--- src/rtl/stream_find_replace_defines.svh ---
// Assertion macros shared by the stream find-and-replace RTL.
`ifndef STREAM_FIND_REPLACE_DEFINES_SVH
`define STREAM_FIND_REPLACE_DEFINES_SVH

// cond must hold at every clock edge outside reset
`define SFR_ASSERT_ALWAYS(lbl, clk, rst_n, cond, msg) \
  lbl: assert property (@(posedge clk) disable iff (!rst_n) (cond)) else $error(msg);

// cons must hold in the same cycle as ante
`define SFR_ASSERT_IMPLY(lbl, clk, rst_n, ante, cons, msg) \
  lbl: assert property (@(posedge clk) disable iff (!rst_n) (ante) |-> (cons)) else $error(msg);

// cons must hold in the cycle after ante
`define SFR_ASSERT_NEXT(lbl, clk, rst_n, ante, cons, msg) \
  lbl: assert property (@(posedge clk) disable iff (!rst_n) (ante) |=> (cons)) else $error(msg);

`endif

--- src/rtl/sfr_pkg.sv ---
// Types, register indexes and helpers for the stream find-and-replace block.
`default_nettype none

package sfr_pkg;

  localparam int RegBytes       = 16;
  localparam int LenW           = 5;
  localparam int CfgIdxW        = 3;
  localparam int CfgDataW       = 64;
  localparam int MaxReplacement = 16;

  typedef logic [7:0]          byte_t;
  typedef logic [LenW-1:0]     len_t;
  typedef logic [CfgIdxW-1:0]  cfg_idx_t;
  typedef logic [CfgDataW-1:0] cfg_data_t;

  localparam cfg_idx_t RegPatternLow      = 3'd0;
  localparam cfg_idx_t RegPatternHigh     = 3'd1;
  localparam cfg_idx_t RegPatternLength   = 3'd2;
  localparam cfg_idx_t RegReplacementLow  = 3'd3;
  localparam cfg_idx_t RegReplacementHigh = 3'd4;
  localparam cfg_idx_t RegReplacementLen  = 3'd5;

  localparam len_t RlenCap = len_t'((MaxReplacement < RegBytes) ? MaxReplacement : RegBytes);

  function automatic byte_t pick_byte(input cfg_data_t lo, input cfg_data_t hi,
                                      input logic [3:0] i);
    cfg_data_t w;
    w = i[3] ? hi : lo;
    return w[{i[2:0], 3'b000} +: 8];
  endfunction

endpackage

`default_nettype wire

--- src/rtl/sfr_if.sv ---
// Stream interfaces for the input and result channels of the find-and-replace block.
`default_nettype none

interface sfr_in_if;
  logic          valid;
  logic          ready;
  sfr_pkg::byte_t in_byte;
  logic          in_last;

  modport source (output valid, output in_byte, output in_last, input ready);
  modport sink   (input valid, input in_byte, input in_last, output ready);
endinterface

interface sfr_out_if;
  logic          valid;
  logic          ready;
  sfr_pkg::byte_t out_byte;
  logic          out_valid;
  logic          out_last;
  logic          out_stream_end;

  modport source (output valid, output out_byte, output out_valid, output out_last,
                  output out_stream_end, input ready);
  modport sink   (input valid, input out_byte, input out_valid, input out_last,
                  input out_stream_end, output ready);
endinterface

`default_nettype wire

--- src/rtl/stream_find_replace.sv ---
// Streaming find-and-replace: sequencer, pending window and result register.
//
// Usage: program pattern and replacement through the write port (index 0..5)
// while the block is idle, then send bytes on in_i; in_last closes a stream.
// Each input transaction yields zero or more result transactions on out_o;
// out_last marks the final result of a transaction and out_stream_end the
// final result of a stream. A stream end with nothing to emit gives one
// result with out_valid low.
// The block takes one input byte at a time; in_i.ready is high only while
// the sequencer is idle. Once the window is full, pattern bytes are compared
// one at a time on the single byte comparator (none with an empty pattern);
// the emit path sends one byte per cycle (oldest, replacement or flushed
// byte) while it is not stalled. out_o.valid rises only once a result is
// written into the output register.
// Results pass through a one-entry hold stage and an output register; when
// both are full and out_o.ready is low the next emit waits, nothing is lost.
// Reset empties the window and clears the configuration registers to zero;
// the window contents need no clearing.
`default_nettype none

`include "stream_find_replace_defines.svh"

module stream_find_replace #(
  parameter int MAX_PATTERN = 16
) (
  input  wire                 clk_i,
  input  wire                 rst_ni,
  input  wire                 cfg_we_i,
  input  sfr_pkg::cfg_idx_t   cfg_idx_i,
  input  sfr_pkg::cfg_data_t  cfg_data_i,
  sfr_in_if.sink              in_i,
  sfr_out_if.source           out_o
);

  localparam int WinDepth =
    (MAX_PATTERN < sfr_pkg::RegBytes) ? MAX_PATTERN : sfr_pkg::RegBytes;
  localparam int IdxW     = (WinDepth > 1) ? $clog2(WinDepth) : 1;
  localparam sfr_pkg::len_t PlenCap = sfr_pkg::len_t'(WinDepth);

  localparam logic [2:0] S_IDLE   = 3'd0;
  localparam logic [2:0] S_PFLUSH = 3'd1;
  localparam logic [2:0] S_DRAIN  = 3'd2;
  localparam logic [2:0] S_CMP    = 3'd3;
  localparam logic [2:0] S_MISS   = 3'd4;
  localparam logic [2:0] S_REPL   = 3'd5;
  localparam logic [2:0] S_FLUSH  = 3'd6;
  localparam logic [2:0] S_END    = 3'd7;

  sfr_pkg::cfg_data_t pat_lo_q, pat_hi_q, rep_lo_q, rep_hi_q;
  sfr_pkg::len_t      pat_len_q, rep_len_q;

  logic [2:0]     state_q, state_d;
  sfr_pkg::len_t  count_q, count_d;
  sfr_pkg::len_t  idx_q, idx_d;
  sfr_pkg::byte_t byte_q;
  logic           last_q;
  logic           hold_v_q, hold_v_d;
  sfr_pkg::byte_t hold_byte_q, hold_byte_d;
  logic           out_v_q, out_v_d;
  sfr_pkg::byte_t out_byte_q, out_byte_d;
  logic           out_dv_q, out_dv_d;
  logic           out_last_q, out_last_d;
  logic           out_end_q, out_end_d;

  sfr_pkg::byte_t win_q [WinDepth];

  sfr_pkg::len_t  plen, rlen;
  sfr_pkg::byte_t win_head, win_cmp, pat_byte, rep_byte, em_byte;
  logic           in_fire, slot_free, em_go, em_req, em_fire, end_push, push;
  logic           shift, wr;

  assign plen      = (pat_len_q > PlenCap) ? PlenCap : pat_len_q;
  assign rlen      = (rep_len_q > sfr_pkg::RlenCap) ? sfr_pkg::RlenCap : rep_len_q;
  assign in_i.ready = (state_q == S_IDLE);
  assign in_fire   = in_i.valid && in_i.ready;
  assign slot_free = !out_v_q || out_o.ready;
  assign em_go     = !hold_v_q || slot_free;
  assign win_head  = win_q[0];
  assign win_cmp   = win_q[idx_q[IdxW-1:0]];
  assign pat_byte  = sfr_pkg::pick_byte(pat_lo_q, pat_hi_q, idx_q[3:0]);
  assign rep_byte  = sfr_pkg::pick_byte(rep_lo_q, rep_hi_q, idx_q[3:0]);

  always_ff @(posedge clk_i or negedge rst_ni) begin
    if (!rst_ni) begin
      pat_lo_q  <= '0;
      pat_hi_q  <= '0;
      pat_len_q <= '0;
      rep_lo_q  <= '0;
      rep_hi_q  <= '0;
      rep_len_q <= '0;
    end else if (cfg_we_i) begin
      case (cfg_idx_i)
        sfr_pkg::RegPatternLow:      pat_lo_q  <= cfg_data_i;
        sfr_pkg::RegPatternHigh:     pat_hi_q  <= cfg_data_i;
        sfr_pkg::RegPatternLength:   pat_len_q <= cfg_data_i[sfr_pkg::LenW-1:0];
        sfr_pkg::RegReplacementLow:  rep_lo_q  <= cfg_data_i;
        sfr_pkg::RegReplacementHigh: rep_hi_q  <= cfg_data_i;
        sfr_pkg::RegReplacementLen:  rep_len_q <= cfg_data_i[sfr_pkg::LenW-1:0];
        default: ;
      endcase
    end
  end

  always_comb begin
    state_d  = state_q;
    count_d  = count_q;
    idx_d    = idx_q;
    em_req   = 1'b0;
    em_byte  = win_head;
    shift    = 1'b0;
    wr       = 1'b0;
    end_push = 1'b0;
    case (state_q)
      S_IDLE: begin
        if (in_fire) begin
          state_d = (plen == '0) ? S_PFLUSH : S_DRAIN;
        end
      end
      S_PFLUSH: begin
        em_req = 1'b1;
        if (count_q != '0) begin
          if (em_go) begin
            shift   = 1'b1;
            count_d = count_q - 1'b1;
          end
        end else begin
          em_byte = byte_q;
          if (em_go) begin
            state_d = S_END;
          end
        end
      end
      S_DRAIN: begin
        if (count_q >= plen) begin
          em_req = 1'b1;
          if (em_go) begin
            shift   = 1'b1;
            count_d = count_q - 1'b1;
          end
        end else begin
          wr      = 1'b1;
          count_d = count_q + 1'b1;
          idx_d   = '0;
          state_d = (count_q + 1'b1 == plen) ? S_CMP : S_FLUSH;
        end
      end
      S_CMP: begin
        if (win_cmp != pat_byte) begin
          state_d = S_MISS;
        end else if (idx_q == plen - 1'b1) begin
          idx_d   = '0;
          state_d = S_REPL;
        end else begin
          idx_d = idx_q + 1'b1;
        end
      end
      S_MISS: begin
        em_req = 1'b1;
        if (em_go) begin
          shift   = 1'b1;
          count_d = count_q - 1'b1;
          state_d = S_FLUSH;
        end
      end
      S_REPL: begin
        if (idx_q < rlen) begin
          em_req  = 1'b1;
          em_byte = rep_byte;
          if (em_go) begin
            idx_d = idx_q + 1'b1;
          end
        end else begin
          count_d = '0;
          state_d = S_FLUSH;
        end
      end
      S_FLUSH: begin
        if (last_q && count_q != '0) begin
          em_req = 1'b1;
          if (em_go) begin
            shift   = 1'b1;
            count_d = count_q - 1'b1;
          end
        end else begin
          state_d = S_END;
        end
      end
      S_END: begin
        if (hold_v_q || last_q) begin
          if (slot_free) begin
            end_push = 1'b1;
            state_d  = S_IDLE;
          end
        end else begin
          state_d = S_IDLE;
        end
      end
      default: state_d = S_IDLE;
    endcase
  end

  // one result is held back so the last one of a transaction can be tagged
  always_comb begin
    em_fire     = em_req && em_go;
    push        = (em_fire && hold_v_q) || end_push;
    hold_v_d    = em_fire ? 1'b1 : (end_push ? 1'b0 : hold_v_q);
    hold_byte_d = em_fire ? em_byte : hold_byte_q;
    out_v_d     = push ? 1'b1 : (out_o.ready ? 1'b0 : out_v_q);
    out_byte_d  = out_byte_q;
    out_dv_d    = out_dv_q;
    out_last_d  = out_last_q;
    out_end_d   = out_end_q;
    if (end_push) begin
      out_byte_d = hold_v_q ? hold_byte_q : '0;
      out_dv_d   = hold_v_q;
      out_last_d = 1'b1;
      out_end_d  = last_q;
    end else if (push) begin
      out_byte_d = hold_byte_q;
      out_dv_d   = 1'b1;
      out_last_d = 1'b0;
      out_end_d  = 1'b0;
    end
  end

  always_ff @(posedge clk_i or negedge rst_ni) begin
    if (!rst_ni) begin
      state_q  <= S_IDLE;
      count_q  <= '0;
      idx_q    <= '0;
      last_q   <= 1'b0;
      hold_v_q <= 1'b0;
      out_v_q  <= 1'b0;
    end else begin
      state_q  <= state_d;
      count_q  <= count_d;
      idx_q    <= idx_d;
      hold_v_q <= hold_v_d;
      out_v_q  <= out_v_d;
      if (in_fire) begin
        last_q <= in_i.in_last;
      end
    end
  end

  always_ff @(posedge clk_i) begin
    if (in_fire) begin
      byte_q <= in_i.in_byte;
    end
    hold_byte_q <= hold_byte_d;
    out_byte_q  <= out_byte_d;
    out_dv_q    <= out_dv_d;
    out_last_q  <= out_last_d;
    out_end_q   <= out_end_d;
  end

  // oldest byte at entry 0
  always_ff @(posedge clk_i) begin
    if (shift) begin
      for (int k = 0; k < WinDepth - 1; k++) begin
        win_q[k] <= win_q[k+1];
      end
    end else if (wr) begin
      win_q[count_q[IdxW-1:0]] <= byte_q;
    end
  end

  assign out_o.valid          = out_v_q;
  assign out_o.out_byte       = out_byte_q;
  assign out_o.out_valid      = out_dv_q;
  assign out_o.out_last       = out_last_q;
  assign out_o.out_stream_end = out_end_q;

  `SFR_ASSERT_ALWAYS(a_count_bound, clk_i, rst_ni, count_q <= PlenCap, "window overfilled")
  `SFR_ASSERT_IMPLY(a_idle_hold_empty, clk_i, rst_ni, state_q == S_IDLE, !hold_v_q,
    "held result left over at idle")
  `SFR_ASSERT_IMPLY(a_cmp_window_full, clk_i, rst_ni, state_q == S_CMP,
    (count_q == plen) && (idx_q < plen), "compare without full window")
  `SFR_ASSERT_NEXT(a_end_push, clk_i, rst_ni, end_push,
    (state_q == S_IDLE) && !hold_v_q && out_v_q && out_last_q, "closing result not posted")

endmodule

`default_nettype wire
--- src/flat_wrapper.sv ---
// flat-port wrapper written by rule: the top's interface ports become plain ports
module stream_find_replace_flat 
#(
  parameter int MAX_PATTERN = 16
)
  (clk_i, rst_ni, cfg_we_i, cfg_idx_i, cfg_data_i, in_i_valid, in_i_in_byte, in_i_in_last, in_i_ready, out_o_valid, out_o_out_byte, out_o_out_valid, out_o_out_last, out_o_out_stream_end, out_o_ready);
  sfr_in_if in_i_i ();
  sfr_out_if out_o_i ();
  input  wire clk_i;
  input  wire rst_ni;
  input  wire cfg_we_i;
  input  sfr_pkg::cfg_idx_t cfg_idx_i;
  input  sfr_pkg::cfg_data_t cfg_data_i;
  input wire logic [$bits(in_i_i.valid)-1:0] in_i_valid;
  input wire logic [$bits(in_i_i.in_byte)-1:0] in_i_in_byte;
  input wire logic [$bits(in_i_i.in_last)-1:0] in_i_in_last;
  output wire logic [$bits(in_i_i.ready)-1:0] in_i_ready;
  output wire logic [$bits(out_o_i.valid)-1:0] out_o_valid;
  output wire logic [$bits(out_o_i.out_byte)-1:0] out_o_out_byte;
  output wire logic [$bits(out_o_i.out_valid)-1:0] out_o_out_valid;
  output wire logic [$bits(out_o_i.out_last)-1:0] out_o_out_last;
  output wire logic [$bits(out_o_i.out_stream_end)-1:0] out_o_out_stream_end;
  input wire logic [$bits(out_o_i.ready)-1:0] out_o_ready;
  assign in_i_i.valid = in_i_valid;
  assign in_i_i.in_byte = in_i_in_byte;
  assign in_i_i.in_last = in_i_in_last;
  assign in_i_ready = in_i_i.ready;
  assign out_o_valid = out_o_i.valid;
  assign out_o_out_byte = out_o_i.out_byte;
  assign out_o_out_valid = out_o_i.out_valid;
  assign out_o_out_last = out_o_i.out_last;
  assign out_o_out_stream_end = out_o_i.out_stream_end;
  assign out_o_i.ready = out_o_ready;
  stream_find_replace #(.MAX_PATTERN(MAX_PATTERN)) u_core (.clk_i(clk_i), .rst_ni(rst_ni), .cfg_we_i(cfg_we_i), .cfg_idx_i(cfg_idx_i), .cfg_data_i(cfg_data_i), .in_i(in_i_i), .out_o(out_o_i));
endmodule
--- config.mk ---
export PLATFORM = sky130hd
export DESIGN_NAME = stream_find_replace_flat
export DESIGN_NICKNAME = d
export VERILOG_FILES = /design/src/rtl/sfr_pkg.sv /design/src/rtl/sfr_if.sv /design/src/rtl/stream_find_replace.sv /design/src/flat_wrapper.sv
export VERILOG_INCLUDE_DIRS = /design/src /design/src/rtl
export SDC_FILE = /design/constraint.sdc
export NUM_CORES = 1
export LEC_CHECK = 0
export BUFFER_PORTS_ARGS = -buffer_cell sky130_fd_sc_hd__buf_2
export CORE_UTILIZATION = 62
export CTS_BUF_LIST = sky130_fd_sc_hd__clkbuf_8 sky130_fd_sc_hd__clkbuf_16
export DETAILED_ROUTE_END_ITERATION = 8
export MAX_ROUTING_LAYER = met4
export PLACE_DENSITY = 0.8
export SKIP_LAST_GASP = 1
export SLEW_MARGIN = 20
export SYNTH_ARGS = -nofsm -noshare
export SYNTH_HDL_FRONTEND = slang
export SYNTH_SLANG_ARGS = --single-unit
--- constraint.sdc ---
create_clock -name clk_i -period 4.8 [get_ports clk_i]
set_input_delay 0.24 -clock clk_i [delete_from_list [all_inputs] [get_ports clk_i]]
set_output_delay 0.24 -clock clk_i [all_outputs]
set_load 0.1 [all_outputs]
[Word-level counts from Yosys, hierarchy flattened]
Memories as Yosys holds them, arrays and structs flattened.
Index checks and enable logic that the tools add are counted.
Word-level totals
  register bits after elaboration: 309
  RAM bits: 128
  input bits: 81
  memories kept: 1
  output and inout bits: 13
Memory list
  u_core.win_q: depth 16, width 8, rd ports 17, clocked after memory_dff 0, wr ports 15, RTL line stream_find_replace.sv:65  | sfr_pkg::byte_t win_q [WinDepth];
Operators by class
  reductions and logical operators: 30
  multiplexer cells: 66
  $add $sub $neg: 4
  equality and inequality tests: 29
  shift-type cells: 2
  magnitude comparators: 4
Operator list (number)
  $mux W64: 2
  $shiftx A64 B7 Y8: 2
  $mux W5: 12
  $mux W8: 6
  $mux W3: 12
  $mux W1: 26
  $pmux W5 S5: 1
  $pmux W3 S8: 1
  $eq A3 B3 Y1 const B: 6
  $pmux W8 S2: 1
  $pmux W5 S3: 1
  $eq A3 B2 Y1 const B: 4
  $ne A2 B1 Y1 const B: 6
  $ne A2 B2 Y1 const B: 6
  $reduce_and A2 Y1: 6
  $add A5 B1 Y5 const B: 2
  $eq A5 B5 Y1: 2
  $gt A5 B5 Y1 const B: 2
  $reduce_bool A5 Y1: 2
  $sub A5 B1 Y5 const B: 2
  $reduce_and A9 Y1: 1
  $ne A8 B8 Y1: 1
  $pmux W1 S4: 2
  $reduce_or A8 Y1: 1
  other kinds (17): 28

[Logic depth before layout (Yosys ltp)]
  depth in word-level cells: 10
  mapped depth: 15
  gate-level depth less buffers: 12

[Least setup slack after synthesis]
No wires, ideal clock.
  path kind: flip-flop to flip-flop
  start: register u_core.state_q[2]
  end: register u_core.last_q
  slack: 0.943 ns
  library setup time: 0.125 ns
  buffers on the path: 2
  data arrival time: 3.732 ns
  stages on the path, launching flop included: 6
  cell sequence: dfrtp_1 buf_2 clkbuf_1 nor3_1 and2_1 mux2_2
Between the ends
  longest elaborated chain between the ends: 2
Ends and longest elaborated chain
  start, declared: RTL line stream_find_replace.sv:52  | logic [2:0] state_q, state_d;
  start signal, assigned: RTL line stream_find_replace.sv:235  | state_q <= state_d;
  $logic_not A3 Y1: RTL line stream_find_replace.sv:74  | assign in_i.ready = (state_q == S_IDLE);
  named net in_i_ready: RTL line flat_wrapper.sv:17  | output wire logic [$bits(in_i_i.ready)-1:0] in_i_ready;
  $logic_and A1 B1 Y1: RTL line stream_find_replace.sv:75  | assign in_fire = in_i.valid && in_i.ready;
  named net u_core.in_fire: RTL line stream_find_replace.sv:69  | logic in_fire, slot_free, em_go, em_req, em_fire, end_push, push;
  end signal, assigned: RTL line stream_find_replace.sv:241  | last_q <= in_i.in_last;
  end, declared: RTL line stream_find_replace.sv:56  | logic last_q;
The timed path passes the listed nets, and every way through them passes these cells.
A chain may end at the register's enable or synchronous reset.

==> reports/summary.txt <==
XOR/XNOR share of the synthesized area: 0.00789
Post-DP HPWL: 33,000 um
Vias in the first global route: 13,300
Die area: 34,800 um^2
Overflow left after global routing: 0
Vias per Instance: 6.54
R2r startpoint: u_core.pat_len_q[4]
R2r worst-path depth: 13
Drt pass-1 iters: 6
Critical Path AT: 4.07 ns
Total CTS buffers: 44
Mux contribution to synthesized area: 0.320
MaxCap Viol Count: 0
Core Footprint: 33,500 um^2
Die width: 186 um
TritonCTS clock tree: done
Synth async-reset ratio: 0.645
Area delta synth->final: 13.9%
Row count: 67
Fmax: 257 MHz
RD Place Congestion: 0.956
Number of synthesized flops with an enable pin: 154
Largest cells by area after synthesis: dfrtp_1, edfxtp_1, mux2_2
Period utilization: 0.810
Via count: 12,900
Initial antenna violation count: 2
Yosys cell types: 67
Min-Delay Startpoint: cfg_data_i[1]
Hold Violations, Final: 0
Synth warn: 0
Syn Std Cell Area: 21,100 um^2
Pwr Density: 573 nW/um^2
Hold path depth: 2
Simple-Gate Fraction of Synth Area: 0.0387
Reg2reg setup slack: 0.91 ns
Drt initial violations: 1,340
Number of I/O pins: 94
Skew final: 0.0193 ns
Peak VDD IR: 0.000499 V
H-tree level count: 2
Post-synth top cells: mux2_2, dfrtp_1, edfxtp_1
Required time of the critical path: 4.98 ns
Synth Flop Type: dfrtp_1
CTS root buffer: clkbuf_16
IO buf count: 93
CTS max path bufs: 3
Final ANT Viol Nets: 0
Reg-to-Reg End: u_core.win_q[11][3]
Average size of a mapped cell: 15.6 um^2
Core Util, Final: 0.716
WL/cell: 25.5 um
Area fraction in compound gates after synthesis: 0.0467
Max-slew violations: 0
Die H: 186 um
First-pass GRT wire length: 79,400 um
Sequential cell area fraction in the yosys report: 0.555
Count leader, synth: mux2_2
Net Count, Synth: 1,453
Rel. slew slack: 0.328
Initial Utilization: 0.629
Leak: 9.38 nW
FF+latch count, synth: 437
Clk sinks: 437
Top cell type's share of synthesized area: 0.335
Share of layout cells above drive strength 1: 0.440
Clock transition at the registers of the reported paths: 0.06 ns
Main combinational cell family by area after synthesis: multiplexers
GRT Util Overall: 0.307
CP Max Fanout: 25
Worst-skew pair later-pin latency: 0.56 ns
Status: completed
Pin count of the biggest net entering global routing: 128
Post-Synth Adder-Cell Area: 0.00949
TNS Setup: 0 ns
Final net count: 1,589
Worst hold path class: in2reg
Worst slew pin tran: 1.01 ns
Setup violators final: 0
Critical Path Sink Type: register
Drt total wl: 50,300 um
Hold EP: u_core.rep_hi_q[1]
Crit path kind: reg2reg
RSZ-0062 raised after global routing: false
Synth area leader: dfrtp_1
Crit start category: register
Syn Inst Count: 1,356
DRC: 0
Min Tclk post-route: 3.89 ns
==> layout by cell type, fill, tap and decap left out, types with 9 or more instances in the layout <==
cell and n:
dlygate4sd3_1 70, nand3_1 9, nor2_1 25, a21oi_1 14, edfxtp_1 154, mux2_2 389, buf_4 13, nor2b_1 24
dfrtp_1 279, inv_1 33, a22oi_1 18, buf_2 92, a221o_1 10, o21ai_0 11, and3_1 11, mux4_2 98
a221oi_1 9, ha_1 16, clkbuf_16 45, nand2_1 41, xor2_1 11, o21bai_1 12
==> power breakdown <==
part / internal [W] / leakage, nW / switching [W]
Clock: 0.00191 / 0.772 / 0.00141
Combinational: 0.00191 / 3.78 / 0.00219
Sequential: 0.00543 / 4.83 / 0.000895
==> routing by layer <==
metal | global-route usage | up-vias | wire, um
met4 | 0.104 | 0 | 1630
met1 | 0.410 | 6778 | 20200
li1 | - | 5513 | -
met2 | 0.492 | 538 | 25300
met3 | 0.0414 | 108 | 3180
met5 | - | - | 0
==> final cells by class <==
class	count	area (um^2)
diodes	2	5.00
clock buffers	52	1220
clock inverters	30	183
fillers	2140	9520
inverters	15	56.3
multi-input cells	814	8930
flip-flops and latches	437	11700
well taps	448	561
repair buffers	180	1350
==> what timing repair did <==
action	CTS	global route
resized for setup	0	0
hold buffers	70	0
buffers inserted	0	0
endpoints found under the hold margin	358	0
==> stage by stage <==
| stage | instances | setup WS [ns] | total power (W) | hold WS [ns] | cell area [um^2] |
|---|---|---|---|---|---|
| 6_report | 1978 | 0.911 | 0.0138 | 0.0236 | 24000 |
| 5_1_grt | 1978 | 0.656 | 0.0143 | 0.0173 | 24000 |
| 4_1_cts | 1976 | 0.932 | 0.0137 | 0.00693 | 24000 |
| 3_5_place_dp | 1824 | 0.952 | 0.0103 | 0.391 | 21900 |
| 3_3_place_gp | 1824 | 1.00 | 0.0102 | 0.386 | 21900 |
| 2_1_floorplan | 1356 | 0.943 | 0.00905 | -0.0556 | 21100 |
==> worst max-delay path: stages (launching register included) <==
cell       delay [ns]
dfrtp_1          0.46
inv_1            0.16
nand2_1          0.13
inv_1            0.08
ha_1             0.29
nand2b_1         0.15
a21o_1           0.17
a21o_1           0.17
a21o_1           0.23
a2111oi_4        0.35
buf_4            0.31
nand2_1          0.18
nor3_4           0.41
o21bai_1         0.42
==> kinds of logic (layout without fill, tap and decap cells) <==
group / count (synthesis) / in the layout
AOI/OAI and AO/OA: 127 / 127
xor gates and xnor gates: 19 / 19
adders and majority gates: 16 / 16
buffers and inverters: 105 / 277
DFF: 437 / 437
muxes: 496 / 496
other: 0 / 2
and+or+nand+nor: 156 / 156
==> registers in the layout, indices dropped and copies added (netlist names), 8 cells and up <==
register / flops
u_core.win_q: 128
u_core.out_o.out_byte: 8
u_core.pat_lo_q: 64
u_core.pat_hi_q: 64
u_core.rep_hi_q: 64
u_core.byte_q: 8
u_core.rep_lo_q: 64
u_core.hold_byte_q: 8
==> worst max path at each step <==
stage | startpoint | end | cells past startpoint
floorplan | u_core.state_q[2] | u_core.last_q | 5
global placement | u_core.idx_q[0] | u_core.state_q[1] | 9
detailed placement | u_core.pat_len_q[4] | u_core.win_q[11][0] | 13
CTS | u_core.pat_len_q[4] | u_core.win_q[11][3] | 13
global route | u_core.pat_len_q[4] | u_core.win_q[11][3] | 13
finish | u_core.pat_len_q[4] | u_core.win_q[11][3] | 13
No activity file was read; power rests on OpenSTA's default activity.
